## src/bbt_ram.sv

```systemverilog
// Generic single-port-write, single-port-read RAM with registered read data.
// No dependencies.
module bbt_ram #(
   parameter int WIDTH = 24,
   parameter int DEPTH = 20
) (
   input  logic                     clock,
   input  logic                     write_enable,
   input  logic [$clog2(DEPTH)-1:0] write_address,
   input  logic [WIDTH-1:0]         write_data,
   input  logic                     read_enable,
   input  logic [$clog2(DEPTH)-1:0] read_address,
   output logic [WIDTH-1:0]         rdata
);

   logic [WIDTH-1:0] mem_ff [DEPTH];
   logic [WIDTH-1:0] rdata_ff;

   always_ff @(posedge clock) begin
      if (write_enable) begin
         mem_ff[write_address] <= write_data;
      end
      if (read_enable) begin
         rdata_ff <= mem_ff[read_address];
      end
   end

   assign rdata = rdata_ff;

endmodule

```

## config.mk

```make
export PLATFORM = sky130hd
export DESIGN_NAME = bbt_ram
export DESIGN_NICKNAME = d
export VERILOG_FILES = /design/src/bbt_ram.sv
export SDC_FILE = /design/constraint.sdc
export NUM_CORES = 1
export LEC_CHECK = 0
export BUFFER_PORTS_ARGS = -buffer_cell sky130_fd_sc_hd__buf_4
export CORE_ASPECT_RATIO = 0.5
export CORE_UTILIZATION = 55
export CTS_CLUSTER_DIAMETER = 120
export DETAILED_ROUTE_END_ITERATION = 6
export PLACE_DENSITY_LB_ADDON = 0.1
export SLEW_MARGIN = 20
export SYNTH_ARGS = -nofsm -noshare
export SYNTH_HDL_FRONTEND = slang
export SYNTH_SLANG_ARGS = --single-unit
export TNS_END_PERCENT = 100
```

## constraint.sdc

```tcl
create_clock -name clock -period 7.9 [get_ports clock]
set_input_delay 1.975 -clock clock [delete_from_list [all_inputs] [get_ports clock]]
set_output_delay 1.975 -clock clock [all_outputs]
set_load 0.03 [all_outputs]
```

Yosys cells after proc, flatten, opt, wreduce, memory -nomap -nowiden
Memories as Yosys holds them, arrays and structs flattened. A register that Yosys moved wholly into a read port is not among the register bits.
Index checks and enable logic that the tools add are counted.
Word-level totals
  bits in registers: 0
  bits in writable memories: 480
  input bits: 37
  output and inout bits: 24
  word-level logic and storage cells: 3
  memories kept: 1
Operators by class
  mux-type cells: 2
Memories
  mem_ff: words 20, bits a word 24, read ports 1, clocked after Yosys merged registers in 1, write ports 1, RTL line 16  | logic [WIDTH-1:0] mem_ff [DEPTH];
Operators with widths (count)
  1-bit two-way mux: 2

Depth between registers and ports, before layout
  depth in word-level cells: 2
  gate-level depth with buffers: 7
  gate-level depth less buffers: 4

Worst setup path before layout
OpenSTA, ideal clock, no wires.
  kind: input to register
  start: input write_address[1]
  end: memory mem_ff[12][0], enable pin
  arrival time: 3.551 ns
  path slack: 3.944 ns
  cell stages on the path: 2
  buffers on the path: 0
  cell sequence: or3b_2 -> nor2_1
RTL lines
  from (decl): RTL line 9  | input logic [$clog2(DEPTH)-1:0] write_address,
  to (decl): RTL line 16
No word-level cell before the write port.

==> Flow_metrics.wiki <==
{| class="wikitable"
! Metric !! Value
|-
| GRT Total Usage || 0.241
|-
| Final Max Slew Viols || 0
|-
| Leading post-synthesis cells by cell area || sky130_fd_sc_hd__edfxtp_1 78%, sky130_fd_sc_hd__mux2i_1 9.9%, sky130_fd_sc_hd__mux4_2 2.8%
|-
| Final Hold Fails || 0
|-
| Data arrival at the endpoint of the critical path || 4.14 ns
|-
| Vias per cell || 6.03
|-
| Hold-fix buffer count after cts || 0
|-
| DIE WIDTH || 267 um
|-
| Clock latency of the later-clocked register in the worst-skew pair || 0.54 ns
|-
| Min-Delay Path Class || reg -> reg
|-
| DRC viols || 0
|-
| Number of enable-type register cells in the synthesized netlist || 504
|-
| Count of instances resized after the clock tree is built || 0
|-
| Starting DRC count in detailed routing || 950
|-
| Sum Neg Setup Slack || 0 ns
|-
| Fraction of final layout cells with drive strength greater than 1 || 0.183
|-
| Launching element type of the critical path || input port
|-
| Wirelength per Cell || 26.7 um
|-
| Netlist area before placement || 19,400 um^2
|-
| Pin count of the biggest net entering global routing || 108
|-
| Die area || 36,000 um^2
|-
| Post-Syn Nets || 1,042
|-
| Worst supply voltage drop on vdd || 0.130 mV
|-
| Post-layout net count || 1,117
|-
| Lkg Pwr || 7.36 nW
|-
| Async S/R FF share, synth || 0
|-
| CTS Sinks || 504
|-
| Run status || finished, final reports clean
|-
| Post-route ant nets || 0
|-
| Peak clock frequency supported by timing || 0.258 GHz
|-
| Yosys warning total || 0
|-
| Clock-pin slew on the worst setup and hold paths || 0.06 ns
|-
| Fraction of synthesized cell area taken by the top area cell type || 0.782
|-
| Sequential share of the synthesized area || 0.782
|-
| Flop and latch count out of synthesis || 504
|-
| Routed via count || 9,553
|-
| Endpoint required time on the critical path || 8.17 ns
|-
| TritonCTS clock tree || yes
|-
| Overflow after GRT || 0
|-
| # H-tree levels || 2
|-
| Setup repair after global routing missed its margin || no
|-
| Synthesized instance count || 1,005
|-
| Synth Area per Inst || 19.3 um^2
|-
| Final Cycle Share || 0.491
|-
| Number of clock buffers inserted by TritonCTS || 43
|-
| Critical path fanouts, max || 32
|-
| Startpoint of the worst setup timing path || read_address[1]
|-
| Total wirelength of the detailed-routed design || 42.3 mm
|-
| Distinct cells, synth || 24
|-
| Starting Density || 0.561
|-
| First-pass GRT wire length || 61.5 mm
|-
| Post-layout utilization of the core || 0.634
|-
| Setup-violating endpoint count in the final report || 0
|-
| Synth-to-Final Area Change || 13.1%
|-
| Number of buffer cells added on primary ports || 60
|-
| Via count of the first global-routing pass || 9,468
|-
| Maxcap violations || 0
|-
| Hold Crit Depth || 4
|-
| Type of the worst setup path || in -> reg
|-
| Final critical path time including I/O delays and setup || 3.88 ns
|-
| Most frequent cells after synthesis || 504 x sky130_fd_sc_hd__edfxtp_1, 192 x sky130_fd_sc_hd__mux2i_1, 73 x sky130_fd_sc_hd__nand2_1, 28 x sky130_fd_sc_hd__o22ai_1
|-
| Half-perimeter wire length after placement || 22.7 mm
|-
| Most frequent cell after synthesis || sky130_fd_sc_hd__edfxtp_1
|-
| Cell at the root of the clock tree || sky130_fd_sc_hd__clkbuf_16
|-
| Depth of the worst register-to-register path || 3
|-
| Number of antenna repair diodes || 0
|-
| Worst Skew || 0.0138 ns
|-
| Most instantiated flip-flop cell in the synthesis netlist || sky130_fd_sc_hd__edfxtp_1
|-
| Number of detailed-routing iterations run before antenna repair || 5
|-
| Row count || 48
|-
| Slew Limit Headroom || 0.249
|-
| CTS Buffer Depth || 3
|-
| Reg-to-reg critical path startpoint || mem_ff[19][8]$_DFFE_PP_
|-
| DIE HEIGHT || 135 um
|-
| Least-Margin Pin Slew || 1.12 ns
|-
| Power Dens Cells || 241 nW/um^2
|-
| Hold Crit Start || mem_ff[11][1]$_DFFE_PP_
|-
| Setup Buffers After CTS || 0
|-
| Nature of the critical path endpoint || flip-flop
|-
| IO Count || 61
|-
| Leading area contributor after synthesis || sky130_fd_sc_hd__edfxtp_1
|-
| Final weighted congestion in routability-driven placement || 0.736
|-
| Initial antenna violation count || 0
|-
| Floorplan Core Area || 34,500 um^2
|}
## through the flow
step	instances	instance area, um^2	power [mW]	hold slack, ns	worst slack (ns)
global route	1584	21900	5.42	0.724	3.96
CTS	1578	21800	5.30	0.688	3.82
finish	1584	21900	5.27	0.683	4.02
floorplan	1005	19400	3.21	0.626	3.94
global placement	1497	20300	3.33	0.661	3.26
detailed placement	1504	20500	3.34	0.667	3.25
## worst max-delay path: stages
cell and delay (ns):
sky130_fd_sc_hd__buf_4 0.43, sky130_fd_sc_hd__nand4bb_1 0.68, sky130_fd_sc_hd__buf_4 0.39, sky130_fd_sc_hd__o22ai_1 0.14, sky130_fd_sc_hd__a211oi_1 0.33, sky130_fd_sc_hd__nand2_1 0.17
## state kept, by name, indices dropped and copies added, names as in the netlist
name    cells
mem_ff    480
rdata      24
## layer usage
layer,vias to the layer above,share of wire,track usage
met4,0,0.018,0.0725
met2,326,0.47,0.371
met5,-,0,0
met1,4954,0.45,0.360
met3,58,0.067,0.0392
li1,4215,-,-
## cell families after synthesis
family,after synthesis,synth area share
buffers and inverters,54,0.0177
multiplexers,216,0.127
AND/OR/NAND/NOR,135,0.0326
flip-flops,504,0.782
AO/OA/AOI/OAI,96,0.0406
## report_power, final
part           internal, mW  switching (mW)
Sequential             2.99          0.0123
Clock                  1.11           0.884
Combinational        0.0980           0.182
Total                  4.19            1.08
## final timing paths
check	endpoint	slack (ns)
max	rdata[8]$_DFFE_PP_	4.02
min	rdata[1]$_DFFE_PP_	0.68
max reg2reg	rdata[8]$_DFFE_PP_	6.24
min reg2reg	rdata[1]$_DFFE_PP_	0.68
## placed cells by master (no fill, tap or decap), types with 17 or more instances in the layout
| cell | count |
|---|---|
| sky130_fd_sc_hd__mux4_2 | 24 |
| sky130_fd_sc_hd__o22ai_2 | 20 |
| sky130_fd_sc_hd__nand4_1 | 24 |
| sky130_fd_sc_hd__nand2_1 | 73 |
| sky130_fd_sc_hd__a22oi_1 | 24 |
| sky130_fd_sc_hd__clkbuf_16 | 45 |
| sky130_fd_sc_hd__edfxtp_1 | 504 |
| sky130_fd_sc_hd__clkbuf_1 | 17 |
| sky130_fd_sc_hd__o22ai_1 | 28 |
| sky130_fd_sc_hd__buf_4 | 69 |
| sky130_fd_sc_hd__mux2i_1 | 192 |
| sky130_fd_sc_hd__nor2_4 | 20 |
| sky130_fd_sc_hd__a211oi_1 | 24 |
## final cells by class
cell class	instances	area, um^2
Sequential cell	504	15100
Fill cell	2384	12600
Multi-Input combinational cell	447	4040
Clock buffer	62	1190
Timing Repair Buffer	84	841
Tap cell	475	594
Clock inverter	12	98.8
Power figures use the tool's default switching activity.
