## src/bbt_pkg.sv

```systemverilog
// Package for the Bollinger band tracker: window constants, derived widths,
// and the packed request and response word types.
// No dependencies; the other files in src, bbt_ram apart, refer to it by scoped names.
package bbt_pkg;

   // Window length and fixed field widths.
   localparam int WINDOW      = 20;
   localparam int DATA_W      = 24;
   localparam int MULT_W      = 4;
   localparam logic [MULT_W-1:0] MULT_RESET = 4'd2;
   localparam logic [DATA_W-1:0] FULL_SCALE = {DATA_W{1'b1}};

   // Ring addressing and fill count.
   localparam int ADDR_W      = $clog2(WINDOW);
   localparam int CNT_W       = $clog2(WINDOW + 1);

   // Running sums and the variance numerator.
   localparam int SUM_W       = DATA_W + $clog2(WINDOW);
   localparam int SQ_W        = 2 * DATA_W + $clog2(WINDOW);
   localparam int NUM_W       = 2 * SUM_W;
   localparam int VAR_W       = 2 * DATA_W;
   localparam int SPAN_W      = DATA_W + MULT_W;

   // Constant-divisor long division, several quotient bits per cycle.
   localparam int VAR_DIVISOR = WINDOW * (WINDOW - 1);
   localparam int DIVR_W      = $clog2(VAR_DIVISOR + 1);
   localparam int DIV_STEPS   = 4;
   localparam int DIV_CYCLES  = (NUM_W + DIV_STEPS - 1) / DIV_STEPS;
   localparam int DIV_W       = DIV_CYCLES * DIV_STEPS;
   localparam int DIV_CNT_W   = $clog2(DIV_CYCLES + 1);

   // Digit-by-digit square root, two root bits per cycle.
   localparam int ROOT_W      = DATA_W;
   localparam int SQRT_STEPS  = 2;
   localparam int SQRT_CYCLES = ROOT_W / SQRT_STEPS;
   localparam int SQRT_CNT_W  = $clog2(SQRT_CYCLES + 1);
   localparam int REM_W       = ROOT_W + 3;

   typedef struct packed {
      logic [DATA_W-1:0] price_sample;
      logic [DATA_W-1:0] bar_high;
      logic [DATA_W-1:0] bar_low;
   } req_word_type;

   typedef struct packed {
      logic              window_full;
      logic [DATA_W-1:0] band_mean;
      logic [DATA_W-1:0] band_deviation;
      logic [DATA_W-1:0] upper_band;
      logic [DATA_W-1:0] lower_band;
      logic              low_touch;
      logic              high_touch;
   } rsp_word_type;

endpackage

```

## src/bbt_sqrt.sv

```systemverilog
// Truncated integer square root, digit by digit, SQRT_STEPS root bits a cycle.
// Depends on bbt_pkg for widths and the step count.
module bbt_sqrt (
   input  logic                        clock,
   input  logic                        reset,
   input  logic                        start,
   input  logic [bbt_pkg::VAR_W-1:0]   radicand,
   output logic                        done,
   output logic [bbt_pkg::ROOT_W-1:0]  root
);

   logic [bbt_pkg::VAR_W-1:0]      rad_ff, rad_in;
   logic [bbt_pkg::REM_W-1:0]      rem_ff, rem_in;
   logic [bbt_pkg::ROOT_W-1:0]     root_ff, root_in;
   logic [bbt_pkg::SQRT_CNT_W-1:0] count_ff, count_in;
   logic                           busy_ff, busy_in;
   logic                           done_ff, done_in;

   always_comb begin
      logic [bbt_pkg::REM_W-1:0]  rem;
      logic [bbt_pkg::REM_W-1:0]  trial;
      logic [bbt_pkg::VAR_W-1:0]  rad;
      logic [bbt_pkg::ROOT_W-1:0] res;
      rem      = rem_ff;
      trial    = '0;
      rad      = rad_ff;
      res      = root_ff;
      rad_in   = rad_ff;
      rem_in   = rem_ff;
      root_in  = root_ff;
      count_in = count_ff;
      busy_in  = busy_ff;
      done_in  = 1'b0;
      if (start) begin
         rad_in   = radicand;
         rem_in   = '0;
         root_in  = '0;
         count_in = bbt_pkg::SQRT_CNT_W'(bbt_pkg::SQRT_CYCLES);
         busy_in  = 1'b1;
      end else if (busy_ff) begin
         for (int k = 0; k < bbt_pkg::SQRT_STEPS; k++) begin
            // Bring down the next pair of radicand bits and try root*4 + 1.
            rem   = {rem[bbt_pkg::REM_W-3:0], rad[bbt_pkg::VAR_W-1 -: 2]};
            rad   = {rad[bbt_pkg::VAR_W-3:0], 2'b00};
            trial = {res[bbt_pkg::REM_W-4:0], 2'b01};
            if (rem >= trial) begin
               rem = rem - trial;
               res = {res[bbt_pkg::ROOT_W-2:0], 1'b1};
            end else begin
               res = {res[bbt_pkg::ROOT_W-2:0], 1'b0};
            end
         end
         rad_in   = rad;
         rem_in   = rem;
         root_in  = res;
         count_in = count_ff - 1'b1;
         if (count_ff == bbt_pkg::SQRT_CNT_W'(1)) begin
            busy_in = 1'b0;
            done_in = 1'b1;
         end
      end
   end

   always_ff @(posedge clock) begin
      if (reset) begin
         busy_ff  <= 1'b0;
         done_ff  <= 1'b0;
         count_ff <= '0;
      end else begin
         busy_ff  <= busy_in;
         done_ff  <= done_in;
         count_ff <= count_in;
      end
      rad_ff  <= rad_in;
      rem_ff  <= rem_in;
      root_ff <= root_in;
   end

   assign done = done_ff;
   assign root = root_ff;

endmodule

```

## config.mk

```make
export PLATFORM = sky130hd
export DESIGN_NAME = bbt_sqrt
export DESIGN_NICKNAME = d
export VERILOG_FILES = /design/src/bbt_pkg.sv /design/src/bbt_sqrt.sv
export SDC_FILE = /design/constraint.sdc
export NUM_CORES = 1
export LEC_CHECK = 0
export BUFFER_PORTS_ARGS = -buffer_cell sky130_fd_sc_hd__buf_2
export CAP_MARGIN = 40
export CORE_UTILIZATION = 54
export DETAILED_ROUTE_END_ITERATION = 8
export GPL_ROUTABILITY_DRIVEN = 0
export GPL_TIMING_DRIVEN = 0
export PLACE_DENSITY = 0.78
export SLEW_MARGIN = 20
export SYNTH_ARGS = -nofsm -noshare
export SYNTH_HDL_FRONTEND = slang
export SYNTH_SLANG_ARGS = --single-unit
```

## constraint.sdc

```tcl
create_clock -name clock -period 4.8 [get_ports clock]
set_input_delay 0.48 -clock clock [delete_from_list [all_inputs] [get_ports clock]]
set_output_delay 0.48 -clock clock [all_outputs]
set_load 0.03 [all_outputs]
```

=== After elaboration in Yosys (flattened, before gate mapping) ===
Index checks and enable logic that the tools add are counted.

* Register bits after elaboration: 103
* Latch bits: 0
* Memory bits (writable): 0
* Memory bits (read-only): 0
* Input port bits: 51
* Output and inout bits: 25
* Memories kept: 0

* Add/subtract/negate cells: 3
* Multipliers: 0
* Divide/modulo/power cells: 0
* Magnitude comparators: 2
* Equal/unequal tests: 1
* Shift-type cells: 0
* Muxes and demuxes: 16
* Bitwise operators: 1
* Reduce and logical (&&, ||, !) cells: 3

{| class="wikitable"
|+ Operators with widths
! cell !! number
|-
| $mux W25 || 4
|-
| $mux W48 || 2
|-
| $ge A27 B26 Y1 || 2
|-
| $sub A25 B25 Y25 || 2
|-
| $mux W24 || 2
|-
| $mux W4 || 2
|-
| $mux W1 || 6
|-
| $eq A4 B1 Y1 const B || 1
|-
| $sub A4 B1 Y4 const B || 1
|-
| $reduce_or A3 Y1 || 1
|-
| $reduce_bool A2 Y1 || 1
|-
| $reduce_or A2 Y1 || 1
|-
| $not A1 Y1 || 1
|}

=== Logic depth before layout (Yosys ltp) ===
* Depth after elaboration: 6
* Depth in mapped cells: 27
* Mapped depth without buffers: 21

=== Worst setup path before layout ===
OpenSTA, ideal clock, no wires.

* Kind: register to register
* Start: register root_ff, in the netlist root[12]
* End: register rem_ff[8] (netlist name)
* Setup time: 0.117 ns
* Arrival: 4.915 ns
* Required time: 4.683 ns
* Slack: -0.232 ns
* Cell stages (with the launch flop): 27
* Period minus slack after synthesis: 5.032 ns
* Path through: dfxtp_1 inv_1 ha_1 buf_2 a21oi_1 o21ai_1 a221oi_2 nand4_1 and2_2 inv_2 buf_6 clkbuf_1 nand2_1 o21ai_0 ha_1 clkbuf_2 a21oi_1 o22ai_1 a221oi_1 o31ai_1 o2bb2ai_1 o21ai_1 o211ai_2 nor2_4 buf_6 mux2_4 a22o_1

* Longest elaborated chain between the ends: 6
* Elaborated cells on any way between the ends: 11
* Those cells by class: add/sub: 2; order compare: 2; mux: 7

{| class="wikitable"
|+ RTL lines
! item !! line !! RTL
|-
| start: declaration || bbt_sqrt.sv:14 || <nowiki>logic [bbt_pkg::ROOT_W-1:0] root_ff, root_in;</nowiki>
|-
| start signal: assignment || bbt_sqrt.sv:76 || <nowiki>root_ff <= root_in;</nowiki>
|-
| $ge A27 B26 Y1 / $sub A25 B25 Y25 (equally long branches) || bbt_sqrt.sv:46, bbt_sqrt.sv:47 ||
|-
| $mux W25 / $mux W1 (equally long branches) || bbt_sqrt.sv:46 || <nowiki>if (rem >= trial) begin</nowiki>
|-
| $mux W25 / $mux W24 (equally long branches) || bbt_sqrt.sv:40 || <nowiki>end else if (busy_ff) begin</nowiki>
|-
| $mux W25 / $mux W24 (equally long branches) || bbt_sqrt.sv:34 || <nowiki>if (start) begin</nowiki>
|-
| $sub A25 B25 Y25 / $ge A27 B26 Y1 (equally long branches) || bbt_sqrt.sv:47, bbt_sqrt.sv:46 ||
|-
| $mux W25 (*) || bbt_sqrt.sv:46 ||
|-
| end signal: assignment || bbt_sqrt.sv:75 || <nowiki>rem_ff <= rem_in;</nowiki>
|-
| end: declaration || bbt_sqrt.sv:13 || <nowiki>logic [bbt_pkg::REM_W-1:0] rem_ff, rem_in;</nowiki>
|}

Every way passes the cells marked *; elsewhere a longest branch is shown, timed or not. The select of a mux whose other input is x is not followed.
A chain may end at the register's enable or synchronous reset.

=== Final worst setup path ===
* Start: register rem_ff[8] (netlist name)
* End: register rem_ff[5] (netlist name)

* Longest elaborated chain between the ends: 6
* Elaborated cells on any way between the ends: 11
* Those cells by class: add/sub: 2; order compare: 2; mux: 7

{| class="wikitable"
|+ RTL lines
! item !! line
|-
| $ge A27 B26 Y1 / $sub A25 B25 Y25 (equally long branches) || bbt_sqrt.sv:46, bbt_sqrt.sv:47
|-
| $mux W25 / $mux W1 (equally long branches) || bbt_sqrt.sv:46
|-
| $mux W25 / $mux W24 (equally long branches) || bbt_sqrt.sv:40
|-
| $mux W25 / $mux W24 (equally long branches) || bbt_sqrt.sv:34
|-
| $sub A25 B25 Y25 / $ge A27 B26 Y1 (equally long branches) || bbt_sqrt.sv:47, bbt_sqrt.sv:46
|-
| $mux W25 (*) || bbt_sqrt.sv:46
|}

Marks and branches as above.

==> results.txt <==
The flow ran to the end, but the final reports show violations. The checks that failed: negative setup slack. The later pin in the worst-skew pair is clocked with a latency of 0.36 ns.

The synthesized flop and latch total is 103. Entering global routing, the biggest net connects 38 pins. After detailed routing, the average wire length per cell comes to 20.5 µm. The arrival time of data at the critical path endpoint came out at 5.23 ns. The commonest non-fill, non-tap cell in the layout is sky130_fd_sc_hd__nor2_1.

The normalized max-slew margin is 50.6%. The cell count after synthesis is 795. The wire length of the first global-routing pass is 32,700 µm.

The DRC violation total after the first TritonRoute iteration is 677. The detailed placer's ending HPWL is 14,500 µm. The top-area cell type share of the netlist area is 19.7%. The slew at the pin closest to its max-slew limit came out at 0.741 ns. Data on the critical path is required at its endpoint by 5.01 ns.

TritonCTS built the clock tree. Counting both buffers and inverters, the worst setup path holds a total of 5. Detailed routing inserted a total of 6,883 vias.

The count of antenna-violating nets left after detailed routing came out at 0. The via density per instance is 6.31. The die covers 0.0140 mm². On the worst path, the slowest cell contributes a delay of 0.40 ns. The number of clock buffers added by TritonCTS is 9. The Yosys step of the flow raised 0 warnings. The category of the most critical setup path is reg -> reg. The quantity of I/O buffers inserted on ports is 74. The highest net fanout along the worst path is 10. The setup slack of the most critical reg-to-reg path came out at -0.23 ns. The minimum setup slack after placement came out at -0.935 ns. In the final timing run, aggregate negative setup slack is -3.66 ns. Summed over all layers, the routed wires come to 22,400 µm. The number of hold violations in the final report came out at 0. The setup violation total in the final timing report is 26. Derived from the worst setup path, the maximum achievable clock frequency is 199 MHz. The synthesized design contains 48 enable-type register cells.

The worst-case clock skew came out at 0.00942 ns. The synthesis-to-layout area growth came out at 27.1%. The clock net sink count came out at 103.

The height of the die is 118 µm. The CTS clock-pin slew for the worst setup and hold paths is 0.08 ns. The top cell types in the final layout, fill and taps aside, are 77 x sky130_fd_sc_hd__nor2_1, 74 x sky130_fd_sc_hd__buf_2, 59 x sky130_fd_sc_hd__nand2_1, 48 x sky130_fd_sc_hd__edfxtp_1, 45 x sky130_fd_sc_hd__mux2_2.

The count of H-tree levels built during CTS came out at 3. The initial utilization of the core area, before any placement, comes to 55.3%. For this run, the total global-route usage over all layers was measured as 29.7%.

The signal on the critical path passes through ha_4 -> buf_6 -> nand4_1 -> a211oi_2 -> o211ai_1 -> nand4_1 -> and2_4 -> inv_4 -> buf_12 -> clkbuf_16 -> o21ai_4 -> ha_4 -> a21oi_4 -> o22ai_2 -> a221oi_2 -> o31ai_2 -> o2bb2ai_2 -> o21ai_2 -> o211ai_2 -> nor2_4 -> buf_8 -> mux2i_1 -> a211oi_1. The floorplan has 42 rows. STA classifies the critical path startpoint as a flip-flop. The clock root buffer is sky130_fd_sc_hd__clkbuf_16. Setup repair after global routing could not meet its margin everywhere.

The number of maximum-capacitance constraint violations is 0. In this run the mean area of a mapped cell was 9.21 µm². The number of different library cells in the post-synthesis netlist is 69. In the post-route analysis, the smallest setup slack over all paths is -0.227 ns. The largest total area in the synthesized netlist belongs to sky130_fd_sc_hd__edfxtp_1.

The share of post-route cells with drive strength above 1 is 34.5%. After synthesis, the cell types taking the most area are sky130_fd_sc_hd__edfxtp_1 20%, sky130_fd_sc_hd__dfxtp_1 15%, sky130_fd_sc_hd__ha_1 9.2%. The number of diodes came out at 0. The placeable core area is 0.0132 mm². The max-slew violation count is 0.

The maximum buffer depth of the clock tree is 2. The worst setup path is captured at a flip-flop. The share of async-settable or async-resettable flops after synthesis came out at 0%.

For this design, the slowest cell found on the critical path is sky130_fd_sc_hd__a221oi_2. For this run, the post-layout net count is 1,015. The number of global-route vias before repair is 6,633. For this run, the leading register cell type out of synthesis is sky130_fd_sc_hd__dfxtp_1. The net count after synthesis is 900. The shortest period the worst path allows is 5.03 ns. The number of buffers added to fix hold violations after cts is 0.

The sequential element share of the synthesized area came out at 34.7%. The initial antenna violation count came to 1. The combined area of all synthesized cells is 0.00732 mm². The number of search-and-repair iterations in the first detailed-routing pass is 8. The cell class contributing the biggest share of worst-path delay is compound AO/OA/AOI/OAI gates. The detailed-route DRC error count is 0.

The kind of path behind the tightest hold check is in -> reg. 76 I/O pins were placed. In this run the horizontal extent of the chip is 118 µm. After global routing the overflow that remains totals 0. The share of the clock period used by the worst path after layout came out at 105%.
==> final cells by class <==
type / instances / area, µm²
clock inverters: 7 / 81.3
flip-flops and latches: 103 / 2570
plain buffers: 33 / 260
multi-input cells: 604 / 5080
well taps: 176 / 220
inverters: 49 / 189
repair buffers: 110 / 682
clock buffers: 9 / 225
fillers: 900 / 3940
==> cells by family after synthesis <==
group	Yosys count	synth area share [%]
XOR/XNOR	44	5.26
multiplexers	88	13.1
flip-flops	103	34.7
AND/OR/NAND/NOR	215	13.3
AO/OA/AOI/OAI	203	19.3
adder cells (fa/ha/maj)	54	9.23
buffers and inverters	88	5.04
==> routing by layer <==
metal	vias up	routed length, µm	track usage (%)
li1	3122	-	-
met1	3198	8820	37.5
met2	439	10000	48.2
met3	124	2280	7.29
met4	0	1270	12.8
met5	-	0	0
==> repair_timing <==
item | CTS | global route
endpoints found under the setup margin | 26 | 26
buffers inserted | 23 | 11
gates cloned | 1 | 0
gates resized for setup | 109 | 62
pin swaps | 26 | 41
==> path summary, 6_finish.rpt <==
| path | cells after the start | start | to |
|---|---|---|---|
| min | 2 | reset | count_ff[3] |
| max reg2reg | 23 | rem_ff[8] | rem_ff[5] |
| min reg2reg | 2 | root[23] | root[23] |
| max | 23 | rem_ff[8] | rem_ff[5] |
==> Yosys cell counts (3+ instances only) <==
| cell type | n |
|---|---|
| sky130_fd_sc_hd__a221oi_1 | 3 |
| sky130_fd_sc_hd__nand4_1 | 11 |
| sky130_fd_sc_hd__and2_1 | 4 |
| sky130_fd_sc_hd__a31oi_1 | 3 |
| sky130_fd_sc_hd__ha_1 | 54 |
| sky130_fd_sc_hd__o21ai_1 | 10 |
| sky130_fd_sc_hd__o21ai_0 | 36 |
| sky130_fd_sc_hd__o21bai_1 | 12 |
| sky130_fd_sc_hd__xnor2_1 | 28 |
| sky130_fd_sc_hd__mux2_2 | 45 |
| sky130_fd_sc_hd__nor2_1 | 77 |
| sky130_fd_sc_hd__a21oi_1 | 47 |
| sky130_fd_sc_hd__edfxtp_1 | 48 |
| sky130_fd_sc_hd__inv_1 | 48 |
| sky130_fd_sc_hd__xor2_1 | 16 |
| sky130_fd_sc_hd__nand2b_1 | 6 |
| sky130_fd_sc_hd__nor3_1 | 15 |
| sky130_fd_sc_hd__a221oi_2 | 3 |
| sky130_fd_sc_hd__buf_1 | 5 |
| sky130_fd_sc_hd__o31ai_1 | 8 |
| sky130_fd_sc_hd__a21o_1 | 18 |
| sky130_fd_sc_hd__o21a_1 | 7 |
| sky130_fd_sc_hd__a211oi_1 | 22 |
| sky130_fd_sc_hd__o211ai_1 | 6 |
| sky130_fd_sc_hd__nand2_1 | 65 |
| sky130_fd_sc_hd__dfxtp_1 | 55 |
| sky130_fd_sc_hd__buf_2 | 3 |
| sky130_fd_sc_hd__buf_6 | 4 |
| sky130_fd_sc_hd__a32oi_1 | 3 |
| sky130_fd_sc_hd__nand3_1 | 17 |
| sky130_fd_sc_hd__mux2i_1 | 40 |
| sky130_fd_sc_hd__and3_1 | 5 |
| sky130_fd_sc_hd__clkbuf_1 | 25 |
==> stage by stage <==
step	utilization, %	std cells	area (µm²)	hold WS (ns)
after floorplan	-	795	7340	0.442
after global placement	59.9	1045	7930	0.457
after detailed placement	60.1	1046	7950	0.460
after CTS	67.5	1082	8940	0.367
after global routing	70.3	1091	9310	0.392
final	70.3	1091	9310	0.371
==> sequential cells by signal (all words and copies together) (netlist names) <==
name / flops
done: 1
busy_ff: 1
root: 24
rem_ff: 25
count_ff: 4
rad_ff: 48
Power is left out: the tool's default activity adds up to more than one toggle a clock period on the data nets, which glitch-free logic cannot reach.
