## src/bbt_pkg.sv

```systemverilog
// Package for the Bollinger band tracker: window constants, derived widths,
// and the packed request and response word types.
// No dependencies; the other files in src, bbt_ram apart, refer to it by scoped names.
package bbt_pkg;

   // Window length and fixed field widths.
   localparam int WINDOW      = 20;
   localparam int DATA_W      = 24;
   localparam int MULT_W      = 4;
   localparam logic [MULT_W-1:0] MULT_RESET = 4'd2;
   localparam logic [DATA_W-1:0] FULL_SCALE = {DATA_W{1'b1}};

   // Ring addressing and fill count.
   localparam int ADDR_W      = $clog2(WINDOW);
   localparam int CNT_W       = $clog2(WINDOW + 1);

   // Running sums and the variance numerator.
   localparam int SUM_W       = DATA_W + $clog2(WINDOW);
   localparam int SQ_W        = 2 * DATA_W + $clog2(WINDOW);
   localparam int NUM_W       = 2 * SUM_W;
   localparam int VAR_W       = 2 * DATA_W;
   localparam int SPAN_W      = DATA_W + MULT_W;

   // Constant-divisor long division, several quotient bits per cycle.
   localparam int VAR_DIVISOR = WINDOW * (WINDOW - 1);
   localparam int DIVR_W      = $clog2(VAR_DIVISOR + 1);
   localparam int DIV_STEPS   = 4;
   localparam int DIV_CYCLES  = (NUM_W + DIV_STEPS - 1) / DIV_STEPS;
   localparam int DIV_W       = DIV_CYCLES * DIV_STEPS;
   localparam int DIV_CNT_W   = $clog2(DIV_CYCLES + 1);

   // Digit-by-digit square root, two root bits per cycle.
   localparam int ROOT_W      = DATA_W;
   localparam int SQRT_STEPS  = 2;
   localparam int SQRT_CYCLES = ROOT_W / SQRT_STEPS;
   localparam int SQRT_CNT_W  = $clog2(SQRT_CYCLES + 1);
   localparam int REM_W       = ROOT_W + 3;

   typedef struct packed {
      logic [DATA_W-1:0] price_sample;
      logic [DATA_W-1:0] bar_high;
      logic [DATA_W-1:0] bar_low;
   } req_word_type;

   typedef struct packed {
      logic              window_full;
      logic [DATA_W-1:0] band_mean;
      logic [DATA_W-1:0] band_deviation;
      logic [DATA_W-1:0] upper_band;
      logic [DATA_W-1:0] lower_band;
      logic              low_touch;
      logic              high_touch;
   } rsp_word_type;

endpackage

```

## src/bbt_div.sv

```systemverilog
// Restoring long division by a fixed divisor, DIV_STEPS quotient bits a cycle.
// Depends on bbt_pkg for widths and the step count.
module bbt_div (
   input  logic                       clock,
   input  logic                       reset,
   input  logic                       start,
   input  logic [bbt_pkg::DIV_W-1:0]  dividend,
   input  logic [bbt_pkg::DIVR_W-1:0] divisor,
   output logic                       done,
   output logic [bbt_pkg::DIV_W-1:0]  quotient
);

   logic [bbt_pkg::DIV_W-1:0]     work_ff, work_in;
   logic [bbt_pkg::DIVR_W-1:0]    rem_ff, rem_in;
   logic [bbt_pkg::DIV_CNT_W-1:0] count_ff, count_in;
   logic                          busy_ff, busy_in;
   logic                          done_ff, done_in;

   always_comb begin
      logic [bbt_pkg::DIVR_W:0]   trial;
      logic [bbt_pkg::DIV_W-1:0]  work;
      trial    = '0;
      work     = work_ff;
      rem_in   = rem_ff;
      work_in  = work_ff;
      count_in = count_ff;
      busy_in  = busy_ff;
      done_in  = 1'b0;
      if (start) begin
         work_in  = dividend;
         rem_in   = '0;
         count_in = bbt_pkg::DIV_CNT_W'(bbt_pkg::DIV_CYCLES);
         busy_in  = 1'b1;
      end else if (busy_ff) begin
         trial = {1'b0, rem_ff};
         for (int k = 0; k < bbt_pkg::DIV_STEPS; k++) begin
            trial = {trial[bbt_pkg::DIVR_W-1:0], work[bbt_pkg::DIV_W-1]};
            work  = {work[bbt_pkg::DIV_W-2:0], 1'b0};
            if (trial >= {1'b0, divisor}) begin
               trial   = trial - {1'b0, divisor};
               work[0] = 1'b1;
            end
         end
         work_in  = work;
         rem_in   = trial[bbt_pkg::DIVR_W-1:0];
         count_in = count_ff - 1'b1;
         if (count_ff == bbt_pkg::DIV_CNT_W'(1)) begin
            busy_in = 1'b0;
            done_in = 1'b1;
         end
      end
   end

   always_ff @(posedge clock) begin
      if (reset) begin
         busy_ff  <= 1'b0;
         done_ff  <= 1'b0;
         count_ff <= '0;
      end else begin
         busy_ff  <= busy_in;
         done_ff  <= done_in;
         count_ff <= count_in;
      end
      work_ff <= work_in;
      rem_ff  <= rem_in;
   end

   assign done     = done_ff;
   assign quotient = work_ff;

endmodule

```

## config.mk

```make
export PLATFORM = sky130hd
export DESIGN_NAME = bbt_div
export DESIGN_NICKNAME = d
export VERILOG_FILES = /design/src/bbt_pkg.sv /design/src/bbt_div.sv
export SDC_FILE = /design/constraint.sdc
export NUM_CORES = 1
export LEC_CHECK = 0
export ABC_AREA = 1
export BUFFER_PORTS_ARGS = -buffer_cell sky130_fd_sc_hd__buf_4
export CELL_PAD_IN_SITES_DETAIL_PLACEMENT = 0
export CELL_PAD_IN_SITES_GLOBAL_PLACEMENT = 2
export CORE_UTILIZATION = 31
export DETAILED_ROUTE_END_ITERATION = 10
export HOLD_SLACK_MARGIN = 0.15
export PLACE_DENSITY_LB_ADDON = 0.1
export SLEW_MARGIN = 0
export SYNTH_ARGS = -nofsm -noshare
export SYNTH_HDL_FRONTEND = slang
export SYNTH_SLANG_ARGS = --single-unit
```

## constraint.sdc

```tcl
create_clock -name clock -period 8 [get_ports clock]
set_input_delay 0.8 -clock clock [delete_from_list [all_inputs] [get_ports clock]]
set_output_delay 0.8 -clock clock [all_outputs]
set_load 0.01 [all_outputs]
```

; Word-level counts from Yosys, hierarchy flattened
; Cells that the tools add are included.
[totals]
register_bits = 75
in_bits = 72
out_inout_bits = 61
word_cells = 40
[classes]
addsub = 5
n_lt_le_gt_ge = 4
n_eq_ne = 1
mux = 22
bitwise = 1
reduce_logical = 2
[ops]
columns = cell, count
row1 = two-way mux 60 bit, 2
row2 = two-way mux 9 bit, 10
row3 = >= comparator 10 x 9 -> 1 bit, 4
row4 = subtractor 9 bit, 4
row5 = two-way mux 1 bit, 8
row6 = two-way mux 4 bit, 2
row7 = == test 4 x 1 -> 1 bit (second input constant), 1
row8 = subtractor 4 x 1 -> 4 bit (second input constant), 1
row9 = OR reduction 3 bit, 1
row10 = nonzero test 2 bit, 1
row11 = inverter 1 bit, 1

; Logic depth before layout (Yosys ltp)
; Gate-level depths: netlist of the first run.
[logic_depth]
depth_word = 16
depth_mapped = 46
depth_no_buf = 46

; Worst setup path after synthesis of the first run
; No wires, ideal clock.
[synth_timing]
path_type = input to register
start = input port divisor[0] in the netlist's numbering
end = register work_ff, in the netlist quotient[0] (data pin)
setup_time_ns = 0.271
arrival_ns = 6.023
required_ns = 7.729
setup_slack_ns = 1.705
cell_stages = 40
path_buffers = 0
path_cell_list = ha_1 -> inv_1 -> fa_1 -> nand3_1 -> nand3_1 -> nor2_4 -> nand2_1 -> nand2_1 -> inv_1 -> ha_1 -> a21oi_1 -> nand2_1 -> nand2_1 -> nand2_1 -> a21oi_4 -> inv_1 -> nor2_4 -> nand3_1 -> [... 4 more ...] -> o21ai_1 -> a21oi_1 -> o21ai_1 -> a21o_1 -> inv_2 -> nand3_4 -> nand2_1 -> nand2_1 -> inv_1 -> fa_1 -> nand3_1 -> nand2_1 -> nand2_1 -> nand3_1 -> a21boi_4 -> inv_1 -> a21oi_4 -> a31oi_1
[synth_via]
elab_chain_len = 16
[synth_lines]
columns = element, line_no
row1 = start: declaration, bbt_div.sv:8  ; input logic [bbt_pkg::DIVR_W-1:0] divisor,
row2 = subtractor 9 bit / >= comparator 10 x 9 -> 1 bit (equally long branches), "bbt_div.sv:40, bbt_div.sv:39"
row3 = two-way mux 9 bit, bbt_div.sv:39  ; if (trial >= {1'b0, divisor}) begin
row4 = two-way mux 9 bit, bbt_div.sv:34  ; end else if (busy_ff) begin
row5 = two-way mux 9 bit, bbt_div.sv:29  ; if (start) begin
row6 = subtractor 9 bit / >= comparator 10 x 9 -> 1 bit (equally long branches), "bbt_div.sv:40, bbt_div.sv:39"
row7 = two-way mux 9 bit, bbt_div.sv:39
row8 = two-way mux 9 bit, bbt_div.sv:34
row9 = two-way mux 9 bit, bbt_div.sv:29
row10 = subtractor 9 bit / >= comparator 10 x 9 -> 1 bit (equally long branches), "bbt_div.sv:40, bbt_div.sv:39"
row11 = two-way mux 9 bit, bbt_div.sv:39
row12 = two-way mux 9 bit, bbt_div.sv:34
row13 = two-way mux 9 bit, bbt_div.sv:29
row14 = >= comparator 10 x 9 -> 1 bit *, bbt_div.sv:39
row15 = two-way mux 1 bit *, bbt_div.sv:39
row16 = two-way mux 60 bit *, bbt_div.sv:34
row17 = two-way mux 60 bit *, bbt_div.sv:29
row18 = named net work_in (one bit), bbt_div.sv:13  ; logic [bbt_pkg::DIV_W-1:0] work_ff, work_in;
row19 = end signal: assignment, bbt_div.sv:64  ; work_ff <= work_in;
row20 = end: declaration, bbt_div.sv:13
; Mark *: on every way through the listed nets, which the timed path passes. The rest lies on a longest branch. The select of a mux whose other input is x is not followed.
; A chain may end at the register's enable or synchronous reset.

; Worst setup path after layout of the first run
[layout_timing]
start = input port divisor[4] in the netlist's numbering
end = register rem_ff[1] in the netlist's numbering
[layout_via]
elab_chain_len = 14
[layout_lines]
columns = element, line_no
row1 = subtractor 9 bit / >= comparator 10 x 9 -> 1 bit (equally long branches), "bbt_div.sv:40, bbt_div.sv:39"
row2 = two-way mux 9 bit, bbt_div.sv:39
row3 = two-way mux 9 bit, bbt_div.sv:34
row4 = two-way mux 9 bit, bbt_div.sv:29
row5 = subtractor 9 bit / >= comparator 10 x 9 -> 1 bit (equally long branches), "bbt_div.sv:40, bbt_div.sv:39"
row6 = two-way mux 9 bit, bbt_div.sv:39
row7 = two-way mux 9 bit, bbt_div.sv:34
row8 = two-way mux 9 bit, bbt_div.sv:29
row9 = subtractor 9 bit / >= comparator 10 x 9 -> 1 bit (equally long branches), "bbt_div.sv:40, bbt_div.sv:39"
row10 = two-way mux 9 bit, bbt_div.sv:39
row11 = two-way mux 9 bit, bbt_div.sv:34
row12 = two-way mux 9 bit, bbt_div.sv:29
row13 = >= comparator 10 x 9 -> 1 bit / subtractor 9 bit (equally long branches), "bbt_div.sv:39, bbt_div.sv:40"
row14 = two-way mux 9 bit *, bbt_div.sv:39
row15 = end signal: assignment, bbt_div.sv:65  ; rem_ff <= rem_in;
row16 = end: declaration, bbt_div.sv:14  ; logic [bbt_pkg::DIVR_W-1:0] rem_ff, rem_in;
; Every way passes the cells marked *; elsewhere a longest branch is shown, timed or not. The select of a mux whose other input is x is not followed.

==> results.sh, run 1 <==
export IMPL_status="complete, no violations"
export IMPL_cts_buffers=9
export IMPL_critPathKind="in2reg"
export IMPL_syn_num_nets=831
export IMPL_drt_first_iter_violations=297
export IMPL_syn_avg_cell_area_um2=7.65
export IMPL_routedWlPerCell_um=15.3
export IMPL_drc=0
export IMPL_coreArea_um2=17300
export IMPL_die_x_um=135
export IMPL_gr_usage_met2_pct=30.5
export IMPL_yosys_area_top_type_share_pct=32.9
export IMPL_area_delta_synth_final_pct=27.0
export IMPL_start_kind="primary input"
export IMPL_syn_inst=717
export IMPL_antenna_left=0
export IMPL_initial_core_util_pct=31.7
export IMPL_grt_pass1_wl_um=26000
export IMPL_finalWorstSetupSlack_ps=800
export IMPL_multiInputGateArea_um2=2940
export IMPL_cts_root_buf="clkbuf_16"
export IMPL_clkSlewWorstSetupHoldPaths_ps=60
export IMPL_synthArstFlopShare_pct=0
export IMPL_htreeDepth=3
export IMPL_gr_usage_met3_pct=4.69
export IMPL_hpwl_um=12900
export IMPL_met1_usage_pct=22.7
export IMPL_period_share_pct=90.0
export IMPL_yosys_warnings=0
export IMPL_holdWs_ps=471
export IMPL_final_cells=1074
export IMPL_wirelength_um=16500
export IMPL_hold_viol=0
export IMPL_netlist_area_um2=5480
export IMPL_final_setup_tns_ps=0
export IMPL_timing_max_cap_violations=0
export IMPL_antenna_found_initial=0
export IMPL_vias_per_cell=4.67
export IMPL_diodes=0
export IMPL_cts_setup_buffers=0
export IMPL_dp_cells=1058
export IMPL_ys_seq_area_share_pct=38.3
export IMPL_drive_above_1_share_pct=22.1
export IMPL_gp_congestion=0.900
export IMPL_numPortBuffers=132
export IMPL_insertion_delay_ps=340
export IMPL_drv_slew=0
export IMPL_firstDrtPassIters=4
export IMPL_synth_main_ff_cell="edfxtp_1"
export IMPL_die_h_um=135
export IMPL_skew_ps=7.61
export IMPL_ys_types=42
export IMPL_cts_tree="yes"
export IMPL_cp_required_ps=8230
export IMPL_dpl_worst_slack_ps=449
export IMPL_worstPathArrival_ps=7430
export IMPL_min_from="count_ff[3]"
export IMPL_grt_use_total_pct=18.5
export IMPL_end_kind="flop"
export IMPL_top_usage_layer="met2"
export IMPL_synth_seq_cells=75
export IMPL_finalNetCount=958
export IMPL_cts_hold_buf=0
export IMPL_cts_buffer_depth=2
export IMPL_rsz0062_at_grt="false"
export IMPL_grt_max_degree=66
export IMPL_fmax_mhz=139
export IMPL_synth_edff_count=60
export IMPL_synth_top_cell_by_area="edfxtp_1"
export IMPL_grt_pass1_vias=5032
export IMPL_dieArea_um2=18200
export IMPL_cts_sink_count=75
export IMPL_grt_ovfl_total=0
export IMPL_worstHoldPathType="reg2reg"
export IMPL_slowest_stage="ha_1"
export IMPL_vias=5018
export IMPL_cpPeakStageDelay_ps=350
export IMPL_rr_startpoint="quotient[59]"
export IMPL_fill_cells=1830
export IMPL_crit_top_cell="nand2_1"
export IMPL_synthTopCellsByArea="edfxtp_1, nand2_1, ha_1"
export IMPL_startpoint="divisor[4]"
export IMPL_setup_viol=0
export IMPL_critPathMaxFanout=9
export IMPL_seqCellArea_um2=2100
export IMPL_io_pins=133
export IMPL_worst_pin_slew_ps=845
export IMPL_cts_repair_resize_count=0
export IMPL_rows=48
export IMPL_relSlewSlack_pct=43.7
export IMPL_min_period_ps=7200
==> cells in the mapped netlist (6+ instances only) <==
master / count
a31oi_1: 7
xor2_1: 15
nand4_1: 7
a21oi_1: 19
nor2_1: 17
nand2_2: 9
nand2_1: 306
edfxtp_1: 60
xnor2_1: 9
dfxtp_1: 15
inv_2: 6
clkbuf_1: 12
o21ai_0: 10
inv_1: 83
ha_1: 38
nand3_1: 46
==> stage by stage <==
stage	util (%)	instance area, µm²
3_5_place_dp	38.5	6670
6_report	40.2	6960
4_1_cts	40.2	6960
2_1_floorplan	-	5480
3_3_place_gp	38.5	6670
5_1_grt	40.2	6960
==> sequential cells by signal, indices dropped and copies added (netlist names) <==
name	flops
quotient	60
rem_ff	9
busy_ff	1
done	1
count_ff	4
==> cells in the final DEF (no fill, tap or decap), types with 2 or more instances in the layout <==
cell type,instances
a21o_1,4
a21oi_1,19
a21oi_2,2
a21oi_4,3
a31oi_1,7
buf_4,134
clkbuf_16,9
clkinv_1,2
dfxtp_1,15
edfxtp_1,60
fa_1,4
ha_1,38
inv_1,82
inv_2,7
nand2_1,306
nand2_2,9
nand2_4,3
nand3_1,46
nand3_2,4
nand3_4,3
nand3b_1,3
nand4_1,7
nor2_1,17
nor2_2,3
nor2_4,3
nor3_1,4
o211ai_1,2
o21ai_0,10
o21ai_1,3
o21bai_1,2
xnor2_1,9
xor2_1,15
==> path summary, 6_finish.rpt <==
path / end / cells after the start / slack (ps)
hold / removal: count_ff[3] / 2 / 470
hold reg to reg: count_ff[3] / 2 / 470
setup / recovery: rem_ff[1] / 45 / 800
setup reg to reg: rem_ff[1] / 42 / 970
==> final cells by class <==
class,instances,area share [%]
clock inverter,7,0.971
multi-input combinational,535,42.3
clock buffer,9,3.24
tap,225,4.04
timing repair buffer,134,14.5
sequential,75,30.2
inverter,89,4.80
==> worst max-delay path, delay by kind of cell <==
kind,cells,cell delay (ps)
simple gates,22,2460
compound gates,11,1980
fa+ha+maj,4,1370
buf+inv,8,780
==> metal layers <==
metal | vias to the layer above | wire (µm)
met5 | - | 0
met4 | 0 | 503
met3 | 25 | 957
met2 | 140 | 7710
met1 | 2288 | 7280
li1 | 2565 | -
==> kinds of logic after synthesis <==
family          synth area share (%)
xor+xnor                        3.83
buf+inv                         7.96
compound gates                  6.98
simple gates                    32.7
flops                           38.3
fa+ha+maj                       10.1
Power of run 1 is left out: the tool's default activity adds up to more than one toggle a clock period on the data nets, which glitch-free logic cannot reach.
==> run 2, diff against run 1 <==
--- a/config.mk
+++ b/config.mk
@@ -10,6 +10,7 @@
 export CELL_PAD_IN_SITES_DETAIL_PLACEMENT = 0
 export CELL_PAD_IN_SITES_GLOBAL_PLACEMENT = 2
 export CORE_UTILIZATION = 31
+export CTS_BUF_LIST = sky130_fd_sc_hd__clkbuf_4 sky130_fd_sc_hd__clkbuf_8
 export DETAILED_ROUTE_END_ITERATION = 10
 export HOLD_SLACK_MARGIN = 0.15
 export PLACE_DENSITY_LB_ADDON = 0.1
==> results.sh, run 2 (synthesis results as in run 1) <==
export IMPL_status="complete, no violations"
export IMPL_cts_root_buf="clkbuf_8"
export IMPL_worstHoldPathCells=2
export IMPL_antenna_left=0
export IMPL_rows=48
export IMPL_crit_top_cell="nand2_1"
export IMPL_final_common_cell="nand2_1"
export IMPL_critPathMaxFanout=9
export IMPL_final_cells=1074
export IMPL_firstDrtPassIters=4
export IMPL_cts_repair_resize_count=0
export IMPL_fmax_mhz=140
export IMPL_finalNetCount=958
export IMPL_drt_met1_wl_um=7310
export IMPL_cts_buffer_depth=2
export IMPL_cpPeakStageDelay_ps=350
export IMPL_vias=5027
export IMPL_skew_ps=11.7
export IMPL_rr_startpoint="quotient[59]"
export IMPL_clkSlewWorstSetupHoldPaths_ps=80
export IMPL_vias_per_cell=4.68
export IMPL_highest_layer="met4"
export IMPL_drive_above_1_share_pct=22.1
export IMPL_area_delta_synth_final_pct=25.1
export IMPL_min_from="count_ff[3]"
export IMPL_dieArea_um2=18200
export IMPL_die_h_um=135
export IMPL_drv_slew=0
export IMPL_antenna_found_initial=0
export IMPL_critPathKind="in2reg"
export IMPL_grt_pass1_vias=5024
export IMPL_drt_first_iter_violations=323
export IMPL_timing_max_cap_violations=0
export IMPL_cts_setup_buffers=0
export IMPL_start_kind="primary input"
export IMPL_die_x_um=135
export IMPL_routedWlPerCell_um=15.3
export IMPL_grt_ovfl_total=0
export IMPL_hpwl_um=12900
export IMPL_hold_viol=0
export IMPL_final_cell_mix="nand2_1, buf_4, inv_1"
export IMPL_worst_pin_slew_ps=844
export IMPL_rsz0062_at_grt="false"
export IMPL_setup_viol=0
export IMPL_grt_max_degree=66
export IMPL_coreArea_um2=17300
export IMPL_largest_register_ffs=60
export IMPL_grt_pass1_wl_um=26000
export IMPL_worstHoldPathType="reg2reg"
export IMPL_wl_met3_um=954
export IMPL_grt_use_total_pct=18.5
export IMPL_slowest_stage="ha_1"
export IMPL_period_share_pct=89.5
export IMPL_initial_core_util_pct=31.7
export IMPL_cts_tree="yes"
export IMPL_end_kind="flop"
export IMPL_cts_hold_buf=0
export IMPL_numPortBuffers=132
export IMPL_dp_cells=1058
export IMPL_reg2reg_depth=42
export IMPL_cts_sink_count=75
export IMPL_met2_length_um=7640
export IMPL_fill_cells=1842
export IMPL_insertion_delay_ps=360
export IMPL_diodes=0
export IMPL_gp_congestion=0.900
export IMPL_wirelength_um=16400
export IMPL_io_pins=133
export IMPL_final_setup_tns_ps=0
export IMPL_drc=0
export IMPL_hold_path_end="count_ff[3]"
export IMPL_worstPathArrival_ps=7410
export IMPL_reg2reg_to="rem_ff[1]"
export IMPL_relSlewSlack_pct=43.7
export IMPL_min_period_ps=7160
export IMPL_cts_buffers=9
export IMPL_worst_r2r_setup_slack_ps=970
export IMPL_htreeDepth=3
export IMPL_cp_required_ps=8250
-- run 2: layout make-up --
type	count	area (µm²)	area share, %
multi-input combinational	535	2940	42.9
clock inverter	7	67.6	0.985
tap	225	282	4.10
sequential	75	2100	30.6
inverter	89	334	4.87
timing repair buffer	134	1010	14.7
clock buffer	9	124	1.81
-- run 2: worst max-delay path by stage --
stage / cells after the start / start / endpoint / slack [ps]
floorplan: 40 / divisor[0] / quotient[0] / 1710
global placement: 44 / divisor[5] / rem_ff[1] / 410
detailed placement: 44 / divisor[5] / rem_ff[1] / 450
CTS: 44 / divisor[4] / rem_ff[1] / 830
global route: 42 / divisor[1] / rem_ff[1] / 240
finish: 45 / divisor[4] / rem_ff[1] / 840
-- run 2: stage by stage --
stage / util, % / setup slack, ps / hold WS, ps / area (µm²)
floorplan: - / 1710 / 439 / 5480
global placement: 38.5 / 414 / 456 / 6670
detailed placement: 38.5 / 449 / 463 / 6670
CTS: 39.7 / 827 / 475 / 6860
global route: 39.7 / 236 / 493 / 6860
finish: 39.7 / 837 / 474 / 6860
-- run 2: worst max-delay path: cells and delay by family --
| kind | cells | cell delay (ps) |
|---|---|---|
| AND/OR/NAND/NOR | 22 | 2470 |
| AO/OA/AOI/OAI | 11 | 1970 |
| buffers and inverters | 8 | 780 |
| adder cells (fa/ha/maj) | 4 | 1370 |
-- run 2: routing by layer --
layer	GRT usage, %	vias up
met2	30.4	137
li1	-	2561
met3	4.73	25
met4	8.24	0
met5	0	-
met1	22.7	2304
Power of run 2 is left out for the same reason.
==> run 3, diff against run 2 <==
--- a/config.mk
+++ b/config.mk
@@ -5,15 +5,16 @@
 export SDC_FILE = /design/constraint.sdc
 export NUM_CORES = 1
 export LEC_CHECK = 0
-export ABC_AREA = 1
 export BUFFER_PORTS_ARGS = -buffer_cell sky130_fd_sc_hd__buf_4
 export CELL_PAD_IN_SITES_DETAIL_PLACEMENT = 0
 export CELL_PAD_IN_SITES_GLOBAL_PLACEMENT = 2
-export CORE_UTILIZATION = 31
+export CORE_UTILIZATION = 35
 export CTS_BUF_LIST = sky130_fd_sc_hd__clkbuf_4 sky130_fd_sc_hd__clkbuf_8
 export DETAILED_ROUTE_END_ITERATION = 10
 export HOLD_SLACK_MARGIN = 0.15
+export MAX_ROUTING_LAYER = met4
 export PLACE_DENSITY_LB_ADDON = 0.1
+export REMOVE_ABC_BUFFERS = 1
 export SLEW_MARGIN = 0
 export SYNTH_ARGS = -nofsm -noshare
 export SYNTH_HDL_FRONTEND = slang
==> results.sh, run 3 <==
export IMPL_slowest_stage="fa_1"
export IMPL_status="complete, no violations"
export IMPL_hpwl_um=11800
export IMPL_finalNetCount=799
export IMPL_setup_viol=0
export IMPL_start_kind="primary input"
export IMPL_initial_core_util_pct=36.4
export IMPL_cts_sink_count=75
export IMPL_ys_seq_area_share_pct=40.8
export IMPL_worstPathArrival_ps=7960
export IMPL_grt_max_degree=55
export IMPL_numPortBuffers=132
export IMPL_io_pins=133
export IMPL_synth_main_ff_cell="edfxtp_1"
export IMPL_synth_edff_count=60
export IMPL_gr_usage_met3_pct=4.11
export IMPL_rows=43
export IMPL_yosys_area_top_type_share_pct=34.9
export IMPL_synth_top_cell_by_area="edfxtp_1"
export IMPL_dieArea_um2=15200
export IMPL_final_cell_mix="buf_4, mux2_2, edfxtp_1"
export IMPL_fmax_mhz=130
export IMPL_cts_buffers=9
export IMPL_timing_max_cap_violations=0
export IMPL_reg2reg_depth=36
export IMPL_grt_pass1_vias=4366
export IMPL_routedWlPerCell_um=17.4
export IMPL_design_area_um2=7400
export IMPL_worst_pin_slew_ps=724
export IMPL_min_period_ps=7690
export IMPL_die_h_um=123
export IMPL_vias=4388
export IMPL_syn_avg_cell_area_um2=11.2
export IMPL_critPathKind="in2reg"
export IMPL_synthArstFlopShare_pct=0
export IMPL_antenna_left=0
export IMPL_critPathMaxFanout=9
export IMPL_grt_pass1_wl_um=22900
export IMPL_die_x_um=123
export IMPL_insertion_delay_ps=370
export IMPL_vias_per_cell=5.04
export IMPL_dpl_worst_slack_ps=-263
export IMPL_area_delta_synth_final_pct=43.6
export IMPL_cts_root_buf="clkbuf_8"
export IMPL_final_common_cell="buf_4"
export IMPL_met1_usage_pct=26.6
export IMPL_diodes=0
export IMPL_largest_register_ffs=60
export IMPL_drv_slew=0
export IMPL_relSlewSlack_pct=51.7
export IMPL_htreeDepth=3
export IMPL_detailed_place_area_um2=6980
export IMPL_grt_ovfl_total=0
export IMPL_antenna_found_initial=0
export IMPL_clkSlewWorstSetupHoldPaths_ps=80
export IMPL_synthTopCellsByArea="edfxtp_1, mux2_2, ha_1"
export IMPL_crit_top_cell="buf_4"
export IMPL_fill_cells=1296
export IMPL_hold_viol=0
export IMPL_end_kind="flop"
export IMPL_worstHoldPathType="reg2reg"
export IMPL_firstDrtPassIters=4
export IMPL_yosys_warnings=0
export IMPL_drc=0
export IMPL_worstHoldPathCells=3
export IMPL_grt_use_total_pct=20.8
export IMPL_netlist_area_um2=5160
export IMPL_gr_usage_met2_pct=33.3
export IMPL_coreArea_um2=14100
export IMPL_synth_common_cells="mux2_2, edfxtp_1, ha_1"
export IMPL_cts_tree="yes"
export IMPL_period_share_pct=96.2
export IMPL_cts_buffer_depth=2
export IMPL_syn_inst=461
export IMPL_gp_congestion=0.883
export IMPL_holdWs_ps=559
export IMPL_drive_above_1_share_pct=50.1
export IMPL_yosysMostFrequentCell="mux2_2"
export IMPL_cpPeakStageDelay_ps=430
export IMPL_wirelength_um=15200
export IMPL_synth_seq_cells=75
export IMPL_cp_required_ps=8270
export IMPL_finalWorstSetupSlack_ps=306
export IMPL_cts_hold_buf=0
export IMPL_skew_ps=14.2
export IMPL_drt_first_iter_violations=214
export IMPL_top_usage_layer="met2"
export IMPL_ys_types=59
-- run 3: kinds of logic (layout without fill, tap and decap cells) --
group	count (synthesis)	in the layout	share of synthesized area (%)
buf+inv	47	276	4.08
mux	76	76	16.7
xor+xnor	23	23	3.91
flops	75	75	40.8
compound gates	98	98	14.0
simple gates	100	100	9.85
fa+ha+maj	42	42	10.8
-- run 3: final timing paths --
| kind | from | to | slack (ps) |
|---|---|---|---|
| setup / recovery | divisor[7] | rem_ff[8] | 310 |
| hold / removal | count_ff[3] | done | 560 |
| setup reg to reg | quotient[59] | rem_ff[8] | 380 |
| hold reg to reg | count_ff[3] | done | 560 |
-- run 3: routing by layer --
layer  vias to the layer above  wire (µm)
li1                       2178          -
met1                      2104       6830
met2                        91       7520
met3                        15        632
met4                         0        171
met5                         -          0
-- run 3: critical path: cells and delay by family --
| kind | cells | cell delay, ps |
|---|---|---|
| mux | 3 | 730 |
| simple gates | 10 | 1740 |
| buf+inv | 5 | 620 |
| compound gates | 13 | 2710 |
| fa+ha+maj | 4 | 1340 |
-- run 3: area by class of cell --
type / instances / area, µm² / share of cell area (%)
clock buffers: 10 / 131 / 1.77
clock inverters: 6 / 87.6 / 1.18
inverters: 29 / 109 / 1.47
multi-input cells: 339 / 3010 / 40.7
flip-flops and latches: 75 / 2100 / 28.4
well taps: 180 / 225 / 3.04
repair buffers: 231 / 1740 / 23.5
-- run 3: per-stage QoR --
stage,util (%),cells,setup TNS (ps)
floorplan,-,443,-4100
detailed placement,49.3,849,-1750
CTS,50.9,865,0
global route,52.3,870,-75.8
finish,52.3,870,0
global placement,49.3,849,0
-- run 3: repair_timing --
action,4_1_cts,5_1_grt
setup buffers,0,4
gates resized for setup,0,28
endpoints found under the setup margin,0,10
Power of run 3 is left out for the same reason.
